--- config.mk ---
export PLATFORM = sky130hd
export DESIGN_NAME = date_time_to_epoch_minutes
export DESIGN_NICKNAME = d
export VERILOG_FILES = /design/src/design/dtem_pkg.sv /design/src/design/dtem_parse.sv /design/src/design/dtem_year.sv /design/src/design/dtem_days.sv /design/src/design/date_time_to_epoch_minutes.sv
export SDC_FILE = /design/constraint.sdc
export NUM_CORES = 2
export LEC_CHECK = 0
export BUFFER_PORTS_ARGS = -buffer_cell sky130_fd_sc_hd__buf_2
export CAP_MARGIN = 15
export CORE_ASPECT_RATIO = 1.75
export CORE_MARGIN = 2
export CORE_UTILIZATION = 50
export DETAILED_ROUTE_END_ITERATION = 7
export MAX_ROUTING_LAYER = met4
export PLACE_DENSITY = 0.71
export SLEW_MARGIN = 20
export SYNTH_ARGS = -nofsm -noshare
export SYNTH_HDL_FRONTEND = slang
export SYNTH_SLANG_ARGS = --single-unit
--- constraint.sdc ---
create_clock -name clock -period 7.9 [get_ports clock]
set_input_delay 0.79 -clock clock [delete_from_list [all_inputs] [get_ports clock]]
set_output_delay 0.79 -clock clock [all_outputs]
set_load 0.01 [all_outputs]
--- src/design/dtem_pkg.sv ---
// Shared types and constants for the date/time to epoch-minutes pipeline.
// No dependencies; imported by every dtem_* module and the top level.
`default_nettype none

package dtem_pkg;

   localparam int REQ_DATA_W = 96;
   localparam int REQ_USER_W = 2;
   localparam int RSP_DATA_W = 40;
   localparam int RSP_USER_W = 1;
   localparam int MINUTES_W  = 38;

   // Flag positions in req_tuser
   localparam int USER_DATE_SHORT = 0;
   localparam int USER_TIME_SHORT = 1;

   // Year bias keeps the shifted year non-negative; ERA_BIAS = YEAR_BIAS / 400
   localparam logic [18:0] YEAR_BIAS  = 19'd53600;
   localparam logic [10:0] ERA_BIAS   = 11'd134;
   // floor(x / 25) = (x * RECIP_25) >> 24 for x < 2^15
   localparam logic [19:0] RECIP_25   = 20'd671089;
   localparam int          RECIP_SHIFT = 24;
   localparam logic [18:0] YEARS_PER_ERA = 19'd400;
   localparam logic [17:0] DAYS_PER_YEAR = 18'd365;
   localparam logic signed [27:0] DAYS_PER_ERA = 28'sd146097;
   localparam logic signed [27:0] EPOCH_SHIFT  = 28'sd719468;
   localparam logic signed [37:0] MIN_PER_DAY  = 38'sd1440;

   // Input beat: first field (year) in the lowest bits
   typedef struct packed {
      logic [15:0] minute_chars;
      logic [15:0] hour_chars;
      logic [15:0] day_chars;
      logic [15:0] month_chars;
      logic [31:0] year_chars;
   } req_type;

   // After character decode
   typedef struct packed {
      logic signed [18:0] year;
      logic [3:0]         month;
      logic [4:0]         day;
      logic               date_ok;
      logic               time_ok;
      logic [10:0]        tod;
   } parse_type;

   // After era split
   typedef struct packed {
      logic [9:0]  era_idx;   // era + ERA_BIAS
      logic [8:0]  yoe;
      logic [8:0]  doy;
      logic        date_ok;
      logic        time_ok;
      logic [10:0] tod;
   } year_type;

   // Day count ready
   typedef struct packed {
      logic signed [27:0] days;
      logic               time_ok;
      logic [10:0]        tod;
   } days_type;

endpackage

`default_nettype wire

--- src/design/dtem_parse.sv ---
// Character decode stage: digits, range checks, minute of day.
// Depends on dtem_pkg.
`default_nettype none

module dtem_parse (
   input  logic                           clock,
   input  logic                           reset,
   input  logic                           in_valid,
   output logic                           in_ready,
   input  dtem_pkg::req_type              in_data,
   input  logic [dtem_pkg::REQ_USER_W-1:0] in_flags,
   output logic                           out_valid,
   input  logic                           out_ready,
   output dtem_pkg::parse_type            out_data
);
   import dtem_pkg::*;

   function automatic logic signed [8:0] char_val(input logic [7:0] c);
      return signed'({1'b0, c}) - 9'sd48;
   endfunction

   logic signed [18:0] year_in;
   logic signed [12:0] month_in, day_in, hour_in, minute_in;
   logic               date_ok_in, time_ok_in;
   parse_type          data_in;
   logic               valid_ff;
   parse_type          data_ff;

   always_comb begin
      year_in   = 19'(char_val(in_data.year_chars[31:24])) * 19'sd1000
                + 19'(char_val(in_data.year_chars[23:16])) * 19'sd100
                + 19'(char_val(in_data.year_chars[15:8]))  * 19'sd10
                + 19'(char_val(in_data.year_chars[7:0]));
      month_in  = 13'(char_val(in_data.month_chars[15:8])) * 13'sd10
                + 13'(char_val(in_data.month_chars[7:0]));
      day_in    = 13'(char_val(in_data.day_chars[15:8])) * 13'sd10
                + 13'(char_val(in_data.day_chars[7:0]));
      hour_in   = 13'(char_val(in_data.hour_chars[15:8])) * 13'sd10
                + 13'(char_val(in_data.hour_chars[7:0]));
      minute_in = 13'(char_val(in_data.minute_chars[15:8])) * 13'sd10
                + 13'(char_val(in_data.minute_chars[7:0]));

      time_ok_in = !in_flags[USER_TIME_SHORT]
                && hour_in >= 13'sd0 && hour_in <= 13'sd23
                && minute_in >= 13'sd0 && minute_in <= 13'sd59;
      date_ok_in = !in_flags[USER_DATE_SHORT]
                && month_in >= 13'sd1 && month_in <= 13'sd12
                && day_in >= 13'sd1 && day_in <= 13'sd31;

      data_in.year    = year_in;
      data_in.month   = month_in[3:0];
      data_in.day     = day_in[4:0];
      data_in.date_ok = date_ok_in;
      data_in.time_ok = time_ok_in;
      data_in.tod     = 11'(hour_in[4:0]) * 11'd60 + 11'(minute_in[5:0]);
   end

   assign in_ready  = !valid_ff || out_ready;
   assign out_valid = valid_ff;
   assign out_data  = data_ff;

   always_ff @(posedge clock) begin
      if (reset) begin
         valid_ff <= 1'b0;
      end else if (in_ready) begin
         valid_ff <= in_valid;
      end
   end

   always_ff @(posedge clock) begin
      if (in_ready) begin
         data_ff <= data_in;
      end
   end

endmodule

`default_nettype wire

--- src/design/dtem_year.sv ---
// Era split: March-based year, day of year, floor(year / 400) by reciprocal.
// Three register stages; depends on dtem_pkg.
`default_nettype none

module dtem_year (
   input  logic                clock,
   input  logic                reset,
   input  logic                in_valid,
   output logic                in_ready,
   input  dtem_pkg::parse_type in_data,
   output logic                out_valid,
   input  logic                out_ready,
   output dtem_pkg::year_type  out_data
);
   import dtem_pkg::*;

   // Days before the first of each month, months counted from March
   function automatic logic [8:0] month_base(input logic [3:0] mp);
      case (mp)
         4'd0:    return 9'd0;
         4'd1:    return 9'd31;
         4'd2:    return 9'd61;
         4'd3:    return 9'd92;
         4'd4:    return 9'd122;
         4'd5:    return 9'd153;
         4'd6:    return 9'd184;
         4'd7:    return 9'd214;
         4'd8:    return 9'd245;
         4'd9:    return 9'd275;
         4'd10:   return 9'd306;
         4'd11:   return 9'd337;
         default: return 9'd0;
      endcase
   endfunction

   // stage A: biased year, day of year
   logic        va_ff;
   logic [18:0] ypa_ff;
   logic [8:0]  doya_ff;
   logic        date_oka_ff, time_oka_ff;
   logic [10:0] toda_ff;
   logic [18:0] ypa_in;
   logic [3:0]  mpa_in;
   logic [8:0]  doya_in;

   // stage B: reciprocal product
   logic        vb_ff;
   logic [33:0] prodb_ff;
   logic [18:0] ypb_ff;
   logic [8:0]  doyb_ff;
   logic        date_okb_ff, time_okb_ff;
   logic [10:0] todb_ff;
   logic [34:0] prodb_in;

   // stage C: era and year of era
   logic        vc_ff;
   year_type    datac_ff;
   logic [9:0]  erac_in;
   logic [18:0] remc_in;

   logic rdy_a, rdy_b, rdy_c;

   assign rdy_c    = !vc_ff || out_ready;
   assign rdy_b    = !vb_ff || rdy_c;
   assign rdy_a    = !va_ff || rdy_b;
   assign in_ready = rdy_a;

   always_comb begin
      // January and February belong to the previous year
      ypa_in  = 19'(in_data.year) + YEAR_BIAS
              - ((in_data.month <= 4'd2) ? 19'd1 : 19'd0);
      mpa_in  = (in_data.month > 4'd2) ? in_data.month - 4'd3 : in_data.month + 4'd9;
      doya_in = month_base(mpa_in) + 9'(in_data.day) - 9'd1;

      prodb_in = 35'(ypa_ff[18:4]) * 35'(RECIP_25);

      erac_in = prodb_ff[RECIP_SHIFT +: 10];
      remc_in = ypb_ff - 19'(erac_in) * YEARS_PER_ERA;
   end

   always_ff @(posedge clock) begin
      if (reset) begin
         va_ff <= 1'b0;
         vb_ff <= 1'b0;
         vc_ff <= 1'b0;
      end else begin
         if (rdy_a) begin
            va_ff <= in_valid;
         end
         if (rdy_b) begin
            vb_ff <= va_ff;
         end
         if (rdy_c) begin
            vc_ff <= vb_ff;
         end
      end
   end

   always_ff @(posedge clock) begin
      if (rdy_a) begin
         ypa_ff      <= ypa_in;
         doya_ff     <= doya_in;
         date_oka_ff <= in_data.date_ok;
         time_oka_ff <= in_data.time_ok;
         toda_ff     <= in_data.tod;
      end
      if (rdy_b) begin
         prodb_ff    <= prodb_in[33:0];
         ypb_ff      <= ypa_ff;
         doyb_ff     <= doya_ff;
         date_okb_ff <= date_oka_ff;
         time_okb_ff <= time_oka_ff;
         todb_ff     <= toda_ff;
      end
      if (rdy_c) begin
         datac_ff.era_idx <= erac_in;
         datac_ff.yoe     <= remc_in[8:0];
         datac_ff.doy     <= doyb_ff;
         datac_ff.date_ok <= date_okb_ff;
         datac_ff.time_ok <= time_okb_ff;
         datac_ff.tod     <= todb_ff;
      end
   end

   assign out_valid = vc_ff;
   assign out_data  = datac_ff;

endmodule

`default_nettype wire

--- src/design/dtem_days.sv ---
// Day count: day of era, era multiple, epoch shift, malformed dates to zero.
// Two register stages; depends on dtem_pkg.
`default_nettype none

module dtem_days (
   input  logic               clock,
   input  logic               reset,
   input  logic               in_valid,
   output logic               in_ready,
   input  dtem_pkg::year_type in_data,
   output logic               out_valid,
   input  logic               out_ready,
   output dtem_pkg::days_type out_data
);
   import dtem_pkg::*;

   logic               va_ff;
   logic [17:0]        doea_ff;
   logic signed [27:0] eramula_ff;
   logic               date_oka_ff, time_oka_ff;
   logic [10:0]        toda_ff;
   logic [1:0]         centa_in;
   logic [17:0]        doea_in;
   logic signed [10:0] eraa_in;
   logic signed [27:0] eramula_in;

   logic               vb_ff;
   days_type           datab_ff;
   logic signed [27:0] daysb_in;

   logic rdy_a, rdy_b;

   assign rdy_b    = !vb_ff || out_ready;
   assign rdy_a    = !va_ff || rdy_b;
   assign in_ready = rdy_a;

   always_comb begin
      // yoe / 100 over 0..399
      if (in_data.yoe >= 9'd300) begin
         centa_in = 2'd3;
      end else if (in_data.yoe >= 9'd200) begin
         centa_in = 2'd2;
      end else if (in_data.yoe >= 9'd100) begin
         centa_in = 2'd1;
      end else begin
         centa_in = 2'd0;
      end
      doea_in = 18'(in_data.yoe) * DAYS_PER_YEAR + 18'(in_data.yoe[8:2])
              - 18'(centa_in) + 18'(in_data.doy);
      eraa_in    = signed'({1'b0, in_data.era_idx}) - signed'(ERA_BIAS);
      eramula_in = 28'(eraa_in) * DAYS_PER_ERA;

      daysb_in = date_oka_ff ? eramula_ff + signed'({10'd0, doea_ff}) - EPOCH_SHIFT
                             : 28'sd0;
   end

   always_ff @(posedge clock) begin
      if (reset) begin
         va_ff <= 1'b0;
         vb_ff <= 1'b0;
      end else begin
         if (rdy_a) begin
            va_ff <= in_valid;
         end
         if (rdy_b) begin
            vb_ff <= va_ff;
         end
      end
   end

   always_ff @(posedge clock) begin
      if (rdy_a) begin
         doea_ff     <= doea_in;
         eramula_ff  <= eramula_in;
         date_oka_ff <= in_data.date_ok;
         time_oka_ff <= in_data.time_ok;
         toda_ff     <= in_data.tod;
      end
      if (rdy_b) begin
         datab_ff.days    <= daysb_in;
         datab_ff.time_ok <= time_oka_ff;
         datab_ff.tod     <= toda_ff;
      end
   end

   assign out_valid = vb_ff;
   assign out_data  = datab_ff;

endmodule

`default_nettype wire

--- src/design/date_time_to_epoch_minutes.sv ---
// Converts an ASCII date (YYYY-MM-DD) and time (HH:MM), given as raw
// character bytes, into minutes since 1970-01-01 00:00 on the proleptic
// Gregorian calendar. Each character is taken as byte - '0' without any digit
// check. A short time string, an hour outside 0..23 or a minute outside 0..59
// gives abs_minutes = -1 with time_valid low. A short date string, a month
// outside 1..12 or a day outside 1..31 counts as day zero, leaving only the
// minutes within the day. A day past the end of its month rolls into the next.
// Rate: one beat per cycle; register stages from req accept to rsp valid
// (decode, year bias, reciprocal multiply for /400, era remainder, day of era
// and era multiply, epoch shift, minutes multiply). Every stage has its own
// valid bit and holds under back-pressure, so bubbles fill in while rsp is
// stalled and nothing is dropped or repeated. No reset sweep; ready follows
// reset release directly.
`default_nettype none

module date_time_to_epoch_minutes (
   input  logic                            clock,
   input  logic                            reset,
   input  logic                            req_tvalid,
   output logic                            req_tready,
   // year_chars[31:0], month_chars[47:32], day_chars[63:48],
   // hour_chars[79:64], minute_chars[95:80]
   input  logic [dtem_pkg::REQ_DATA_W-1:0] req_tdata,
   // date_short[0], time_short[1]
   input  logic [dtem_pkg::REQ_USER_W-1:0] req_tuser,
   output logic                            rsp_tvalid,
   input  logic                            rsp_tready,
   // abs_minutes[37:0] (signed), zero fill [39:38]
   output logic [dtem_pkg::RSP_DATA_W-1:0] rsp_tdata,
   // time_valid[0]
   output logic [dtem_pkg::RSP_USER_W-1:0] rsp_tuser
);
   import dtem_pkg::*;

   logic      parse_valid, parse_ready;
   parse_type parse_data;
   logic      year_valid, year_ready;
   year_type  year_data;
   logic      days_valid, days_ready;
   days_type  days_data;

   // output register
   logic                      out_rdy;
   logic                      rsp_valid_ff;
   logic signed [MINUTES_W-1:0] minutes_ff;
   logic                      time_ok_ff;
   logic signed [MINUTES_W-1:0] minutes_in;

   dtem_parse u_parse (
      .clock     (clock),
      .reset     (reset),
      .in_valid  (req_tvalid),
      .in_ready  (req_tready),
      .in_data   (req_type'(req_tdata)),
      .in_flags  (req_tuser),
      .out_valid (parse_valid),
      .out_ready (parse_ready),
      .out_data  (parse_data)
   );

   dtem_year u_year (
      .clock     (clock),
      .reset     (reset),
      .in_valid  (parse_valid),
      .in_ready  (parse_ready),
      .in_data   (parse_data),
      .out_valid (year_valid),
      .out_ready (year_ready),
      .out_data  (year_data)
   );

   dtem_days u_days (
      .clock     (clock),
      .reset     (reset),
      .in_valid  (year_valid),
      .in_ready  (year_ready),
      .in_data   (year_data),
      .out_valid (days_valid),
      .out_ready (days_ready),
      .out_data  (days_data)
   );

   assign out_rdy    = !rsp_valid_ff || rsp_tready;
   assign days_ready = out_rdy;

   // invalid time overrides everything with -1
   always_comb begin
      if (days_data.time_ok) begin
         minutes_in = 38'(days_data.days) * MIN_PER_DAY + signed'({27'd0, days_data.tod});
      end else begin
         minutes_in = -38'sd1;
      end
   end

   always_ff @(posedge clock) begin
      if (reset) begin
         rsp_valid_ff <= 1'b0;
      end else if (out_rdy) begin
         rsp_valid_ff <= days_valid;
      end
   end

   always_ff @(posedge clock) begin
      if (out_rdy) begin
         minutes_ff <= minutes_in;
         time_ok_ff <= days_data.time_ok;
      end
   end

   assign rsp_tvalid = rsp_valid_ff;
   assign rsp_tdata  = {{(RSP_DATA_W - MINUTES_W){1'b0}}, minutes_ff};
   assign rsp_tuser  = time_ok_ff;

   // an invalid time always reports -1
   a_invalid_is_minus_one: assert property (@(posedge clock) disable iff (reset)
      rsp_tvalid && !rsp_tuser[0] |-> rsp_tdata[MINUTES_W-1:0] == {MINUTES_W{1'b1}})
      else $error("invalid time did not give -1");

   // with the output register empty every stage moves, so input is open
   a_empty_takes_input: assert property (@(posedge clock) disable iff (reset)
      !rsp_tvalid |-> req_tready)
      else $error("pipeline blocked with empty output");

   // nothing comes out in the cycle after reset
   a_quiet_after_reset: assert property (@(posedge clock) disable iff (reset)
      $past(reset) |-> !rsp_tvalid)
      else $error("result valid right after reset");

endmodule

`default_nettype wire

## Word-level counts from Yosys, hierarchy flattened

Memory sizes are Yosys's and may differ from the RTL's.
Cells that the tools add are included.

| cells by class | value |
|---|---|
| $add $sub $neg | 34 |
| multiply operators | 13 |
| $lt $le $gt $ge | 13 |
| muxes and demuxes | 5 |
| reductions and logical operators | 24 |

Operators with widths:

| kind | count |
|---|---|
| $sub A8 B6 Y9 const B | 12 |
| $add A13 B9 Y13 | 4 |
| $mul A9 B4 Y12 const B | 4 |
| $add A19 B19 Y19 | 2 |
| $add A38 B12 Y38 | 1 |
| $mul A15 B20 Y34 const B | 1 |
| $mul A28 B7 Y33 const B | 1 |
| $add A28 B19 Y28 | 1 |
| $mul A11 B19 Y28 const B | 1 |
| $sub A28 B21 Y28 const B | 1 |
| $ge A13 B1 Y1 const B | 2 |
| $ge A13 B2 Y1 const B | 2 |
| $le A13 B6 Y1 const B | 2 |
| $add A19 B16 Y19 const B | 1 |
| $add A19 B9 Y19 | 1 |
| $sub A19 B19 Y19 | 1 |
| $add A18 B7 Y18 | 1 |
| $add A18 B9 Y18 | 1 |
| $mul A9 B9 Y18 const B | 1 |
| $sub A18 B2 Y18 | 1 |
| $mul A9 B8 Y16 const B | 1 |
| $mul A9 B6 Y15 const B | 1 |
| $le A13 B5 Y1 const B | 1 |
| $le A13 B7 Y1 const B | 1 |
| 21 further kinds | 44 |

| word-level totals | value |
|---|---|
| register bits | 333 |
| bits in read-only memories | 144 |
| input bits | 102 |
| output and inout port bits | 43 |
| logic and storage cells | 130 |
| memories kept | 1 |

Memory list:

| name | words | width | rd ports | clocked after Yosys merged registers in | wr ports | RTL line | RTL |
|---|---|---|---|---|---|---|---|
| (no name shown) | 16 | 9 | 1 | 0 | 0 | dtem_year.sv:19 | `case (mp)` |

## Longest topological paths before layout

| depth | value |
|---|---|
| depth in word-level cells | 8 |
| gate-level depth with buffers | 29 |
| mapped depth without buffers | 29 |

## By module

A second synthesis with hierarchy kept.

| unflattened totals | value |
|---|---|
| cell total of the unflattened synthesis | 3,748 |
| area total of the unflattened synthesis | 37,907.6 µm² |

By module, submodules not included:

| module | times used | cells an instance | area each (µm²) | seq. area each (µm²) |
|---|---|---|---|---|
| dtem_days | 1 | 1,047 | 11,026.8 | 3,012.9 |
| dtem_parse | 1 | 1,138 | 10,346.2 | 1,251.2 |
| dtem_year | 1 | 838 | 10,067.2 | 3,753.6 |
| date_time_to_epoch_minutes | 1 | 725 | 6,467.5 | 1,191.1 |

## Worst setup path before layout

No wires, ideal clock.

| timing path | value |
|---|---|
| path kind | register to register |
| start point | register u_year.datac_ff, in the netlist u_year.out_data[34] |
| end point | register u_days.eramula_ff[26] (data pin) |
| setup time | 263 ps |
| arrival | 6,940 ps |
| required time | 7,637 ps |
| slack | 698 ps |
| cell stages (with the launch flop) | 25 |
| buffers on the path | 0 |
| clock period less this slack | 7,202 ps |
| cell sequence | edfxtp_1 -> or4_1 -> o21a_1 -> nor2_1 -> xor2_1 -> inv_1 -> fa_1 -> fa_1 -> fa_1 -> inv_1 -> fa_1 -> inv_1 -> fa_1 -> inv_1 -> ha_1 -> a2111oi_1 -> a211oi_1 -> a311oi_1 -> nor2b_1 -> o31ai_1 -> a21oi_1 -> o2111ai_1 -> nand3_1 -> o41ai_2 -> xnor2_1 |

| on the way | value |
|---|---|
| word-level cells in the longest chain between the ends | 2 |

RTL lines:

| what | RTL line | RTL |
|---|---|---|
| from (decl) | dtem_year.sv:57 | `year_type datac_ff;` |
| $sub A10 B8 Y11 | dtem_days.sv:50 | `eraa_in = signed'({1'b0, in_data.era_idx}) - signed'(ERA_BIAS);` |
| $mul A11 B19 Y28 | dtem_days.sv:51 | `eramula_in = 28'(eraa_in) * DAYS_PER_ERA;` |
| net u_days.eramula_in[26] | dtem_days.sv:25 | `logic signed [27:0] eramula_in;` |
| to (signal assigned) | dtem_days.sv:74 | `eramula_ff <= eramula_in;` |
| to (decl) | dtem_days.sv:19 | `logic signed [27:0] eramula_ff;` |

The timed path passes the listed nets, and every way through them passes these cells.
A chain may end at the register's enable or synchronous reset.

## Final worst setup path

Ends and elaborated chain as after synthesis.

==> impl_metrics.env <==
export IMPL_status="finished clean"
export IMPL_route_detailed_wl_per_inst_um=14.9
export IMPL_whs_path_depth=1
export IMPL_fin_crit_ps=7320
export IMPL_tightest_slew_ps=996
export IMPL_reg2reg_from="u_year.out_data[34]"
export IMPL_fp_coreArea_mm2=0.0728
export IMPL_die_w_um=209
export IMPL_rows=131
export IMPL_portBuffers=142
export IMPL_synth_area_mm2=0.0367
export IMPL_synth_edff_count=302
export IMPL_drt_iter0_markers=598
export IMPL_die_y_um=362
export IMPL_cts_sinks=309
export IMPL_cts_buffers=30
export IMPL_drc=0
export IMPL_ys_flop_type="edfxtp_1"
export IMPL_vias=24500
export IMPL_die_area_mm2=0.0756
export IMPL_gp_congestion=0.939
export IMPL_min_path_type="input port to flop"
export IMPL_antenna_diode_count=0
export IMPL_critPathLaunchType="flop"
export IMPL_max_freq_mhz=137
export IMPL_hpwl_mm=60.7
export IMPL_clockBufferDepth=3
export IMPL_htreeDepth=1
export IMPL_rrSetupSlack_ps=580
export IMPL_holdBufCountCts=0
export IMPL_ys_types=95
export IMPL_postCtsSetupBuffers=0
export IMPL_synth_top_area_share_pct=24.7
export IMPL_cts_tree="done"
export IMPL_synth_top_cells_by_area="edfxtp_1 (25%), ha_1 (24%), fa_1 (18%)"
export IMPL_slew_headroom_pct=33.4
export IMPL_gr_total_overflow=0
export IMPL_synthArstFlopShare_pct=0
export IMPL_setup_viol=0
export IMPL_finalClockSkew_ps=23.8
export IMPL_worstPathArrival_ps=7670
export IMPL_syn_inst=3553
export IMPL_rr_endpoint="u_days.eramula_ff[26]"
export IMPL_cts_resized=0
export IMPL_hold_viol_final=0
export IMPL_min_delay_start="req_tdata[80]"
export IMPL_layout_drive_gt1_share_pct=6.79
export IMPL_avgSynthCellArea_um2=10.3
export IMPL_crit_path_start="u_year.out_data[34]"
export IMPL_finalMaxSlewViolations=0
export IMPL_ff2ff_path_depth=23
export IMPL_boundaryPins=145
export IMPL_fin_tns_setup_ps=0
export IMPL_path_clk_slew_ps=70
export IMPL_start_util_pct=50.4
export IMPL_insertion_delay_ps=620
export IMPL_grt_pass1_vias=26100
export IMPL_grt_max_degree=60
export IMPL_viasPerCell=5.24
export IMPL_syn2layout_area_growth_pct=7.90
export IMPL_grt_usage_pct=19.6
export IMPL_hold_path_endpoint="u_parse.out_data[0]"
export IMPL_synth_top_cell_by_area="edfxtp_1"
export IMPL_path_max_fanout=5
export IMPL_nets=4843
export IMPL_worstSetupPathType="flop to flop"
export IMPL_ys_seq_area_share_pct=25.1
export IMPL_drtPass1Iterations=5
export IMPL_crit_required_ps=8260
export IMPL_rsz0062_at_grt="false"
export IMPL_synth_warnings=0
export IMPL_finalCritPeriodShare_pct=92.6
export IMPL_drt_wl_total_mm=69.7
export IMPL_grt_pass1_wl_mm=118
export IMPL_ys_ff_latch=309
export IMPL_antenna_found_initial=0
export IMPL_cts_root_buf="clkbuf_16"
export IMPL_postRouteAntennaNets=0
export IMPL_cap_viol_max_count=0
export IMPL_endpoint_kind="flop"
critical path: stages, from the launching register on:
cell	delay, ps
edfxtp_1	460
or4_1	610
o21ai_0	310
xor2_1	230
inv_1	130
fa_1	500
fa_1	550
fa_1	560
inv_1	60
fa_1	530
inv_1	50
fa_1	530
inv_1	40
ha_1	220
a2111oi_1	440
a211oi_1	100
a311oi_1	390
nor2b_1	110
o31ai_1	360
a21oi_1	190
o2111ai_1	220
nand3_1	150
o41ai_2	240
xnor2_1	90
worst max-delay path by stage:
stage / slack [ps] / endpoint
2_1_floorplan: 700 / u_days.eramula_ff[26]
3_3_place_gp: 640 / u_days.eramula_ff[26]
3_5_place_dp: 610 / u_days.eramula_ff[26]
4_1_cts: 590 / u_days.eramula_ff[26]
5_1_grt: 50 / u_days.eramula_ff[26]
6_report: 580 / u_days.eramula_ff[26]
synth_stat cells, types with 4 or more instances:
library cell  count
a2111oi_0         4
and2_1           13
o2111ai_1         8
nor2b_1          28
inv_1           791
clkbuf_1         12
nand4_1          21
nand3b_1          8
a21o_1           65
a311oi_1          5
o21a_1           24
and3_1           14
o21ai_0          88
nand2b_1         30
buf_4             5
a21boi_0         14
mux2i_1           8
a211oi_1         17
nor3b_1           5
edfxtp_1        302
o21bai_1         42
a211o_1           6
a21oi_1         198
o211ai_1         14
or4_1             6
or3_1            11
dfxtp_1           7
nor4_1           12
xnor2_1         197
ha_1            692
o31a_1            4
o211a_1           4
o21ai_1           5
buf_2             8
nor3_1           51
or2_2             9
nor2_1          154
nand3_1          44
nand2_1         114
xor2_1           83
fa_1            331
a31oi_1          15
o31ai_1           6
through the flow:
step	utilization (%)	area, µm²	hold slack [ps]	cells	worst slack, ps
finish	54.4	39600	343	4671	584
global route	54.4	39600	320	4671	46.5
CTS	54.4	39600	310	4671	588
detailed placement	53.0	38600	405	4617	613
global placement	53.0	38600	401	4617	642
floorplan	-	36700	400	3554	698
cell usage in the layout (no fill, tap or decap), types with 88 or more instances in the layout:
cell type | Yosys | final
a21oi_1 | 198 | 198
buf_2 | 8 | 142
edfxtp_1 | 302 | 302
fa_1 | 331 | 331
ha_1 | 692 | 692
inv_1 | 791 | 791
nand2_1 | 114 | 112
nor2_1 | 154 | 154
o21ai_0 | 88 | 88
xnor2_1 | 197 | 197
cell type report:
cell class	instances	area, µm²
Fill cell	6476	33200
Multi-Input combinational cell	2428	24400
Sequential cell	309	9210
Inverter	792	2970
Tap cell	931	1160
Timing Repair Buffer	157	823
Clock buffer	33	762
Clock inverter	21	258
registers in the layout (all words and copies together) (netlist names), 9 cells and up:
signal             cells
u_days.doea_ff        18
u_year.todb_ff        11
u_year.doya_ff         9
u_year.ypa_ff         19
u_year.toda_ff        11
u_parse.out_data      41
u_days.toda_ff        11
u_days.eramula_ff     28
minutes_ff            38
u_year.doyb_ff         9
u_days.out_data       40
u_year.out_data       41
u_year.ypb_ff          9
u_year.prodb_ff       10
routing by layer:
metal,global-route usage [%],vias to the layer above,share of wire (%),routed length (µm)
li1,-,12200,-,-
met4,9.17,0,4.8,3360
met2,40.5,352,59,41100
met3,1.67,181,2.2,1500
met5,-,-,0,0
met1,17.5,11700,34,23800
cell families after synthesis:
kind of cell,count (synthesis),synth area share (%)
xor+xnor,281,6.73
mux,11,0.310
buf+inv,817,8.44
simple gates,543,7.52
flops,309,25.1
fa+ha+maj,1023,41.7
compound gates,568,10.2
other cells,1,0.0102
Power is left out: the tool's default activity adds up to more than one toggle a clock period on the data nets, which glitch-free logic cannot reach.
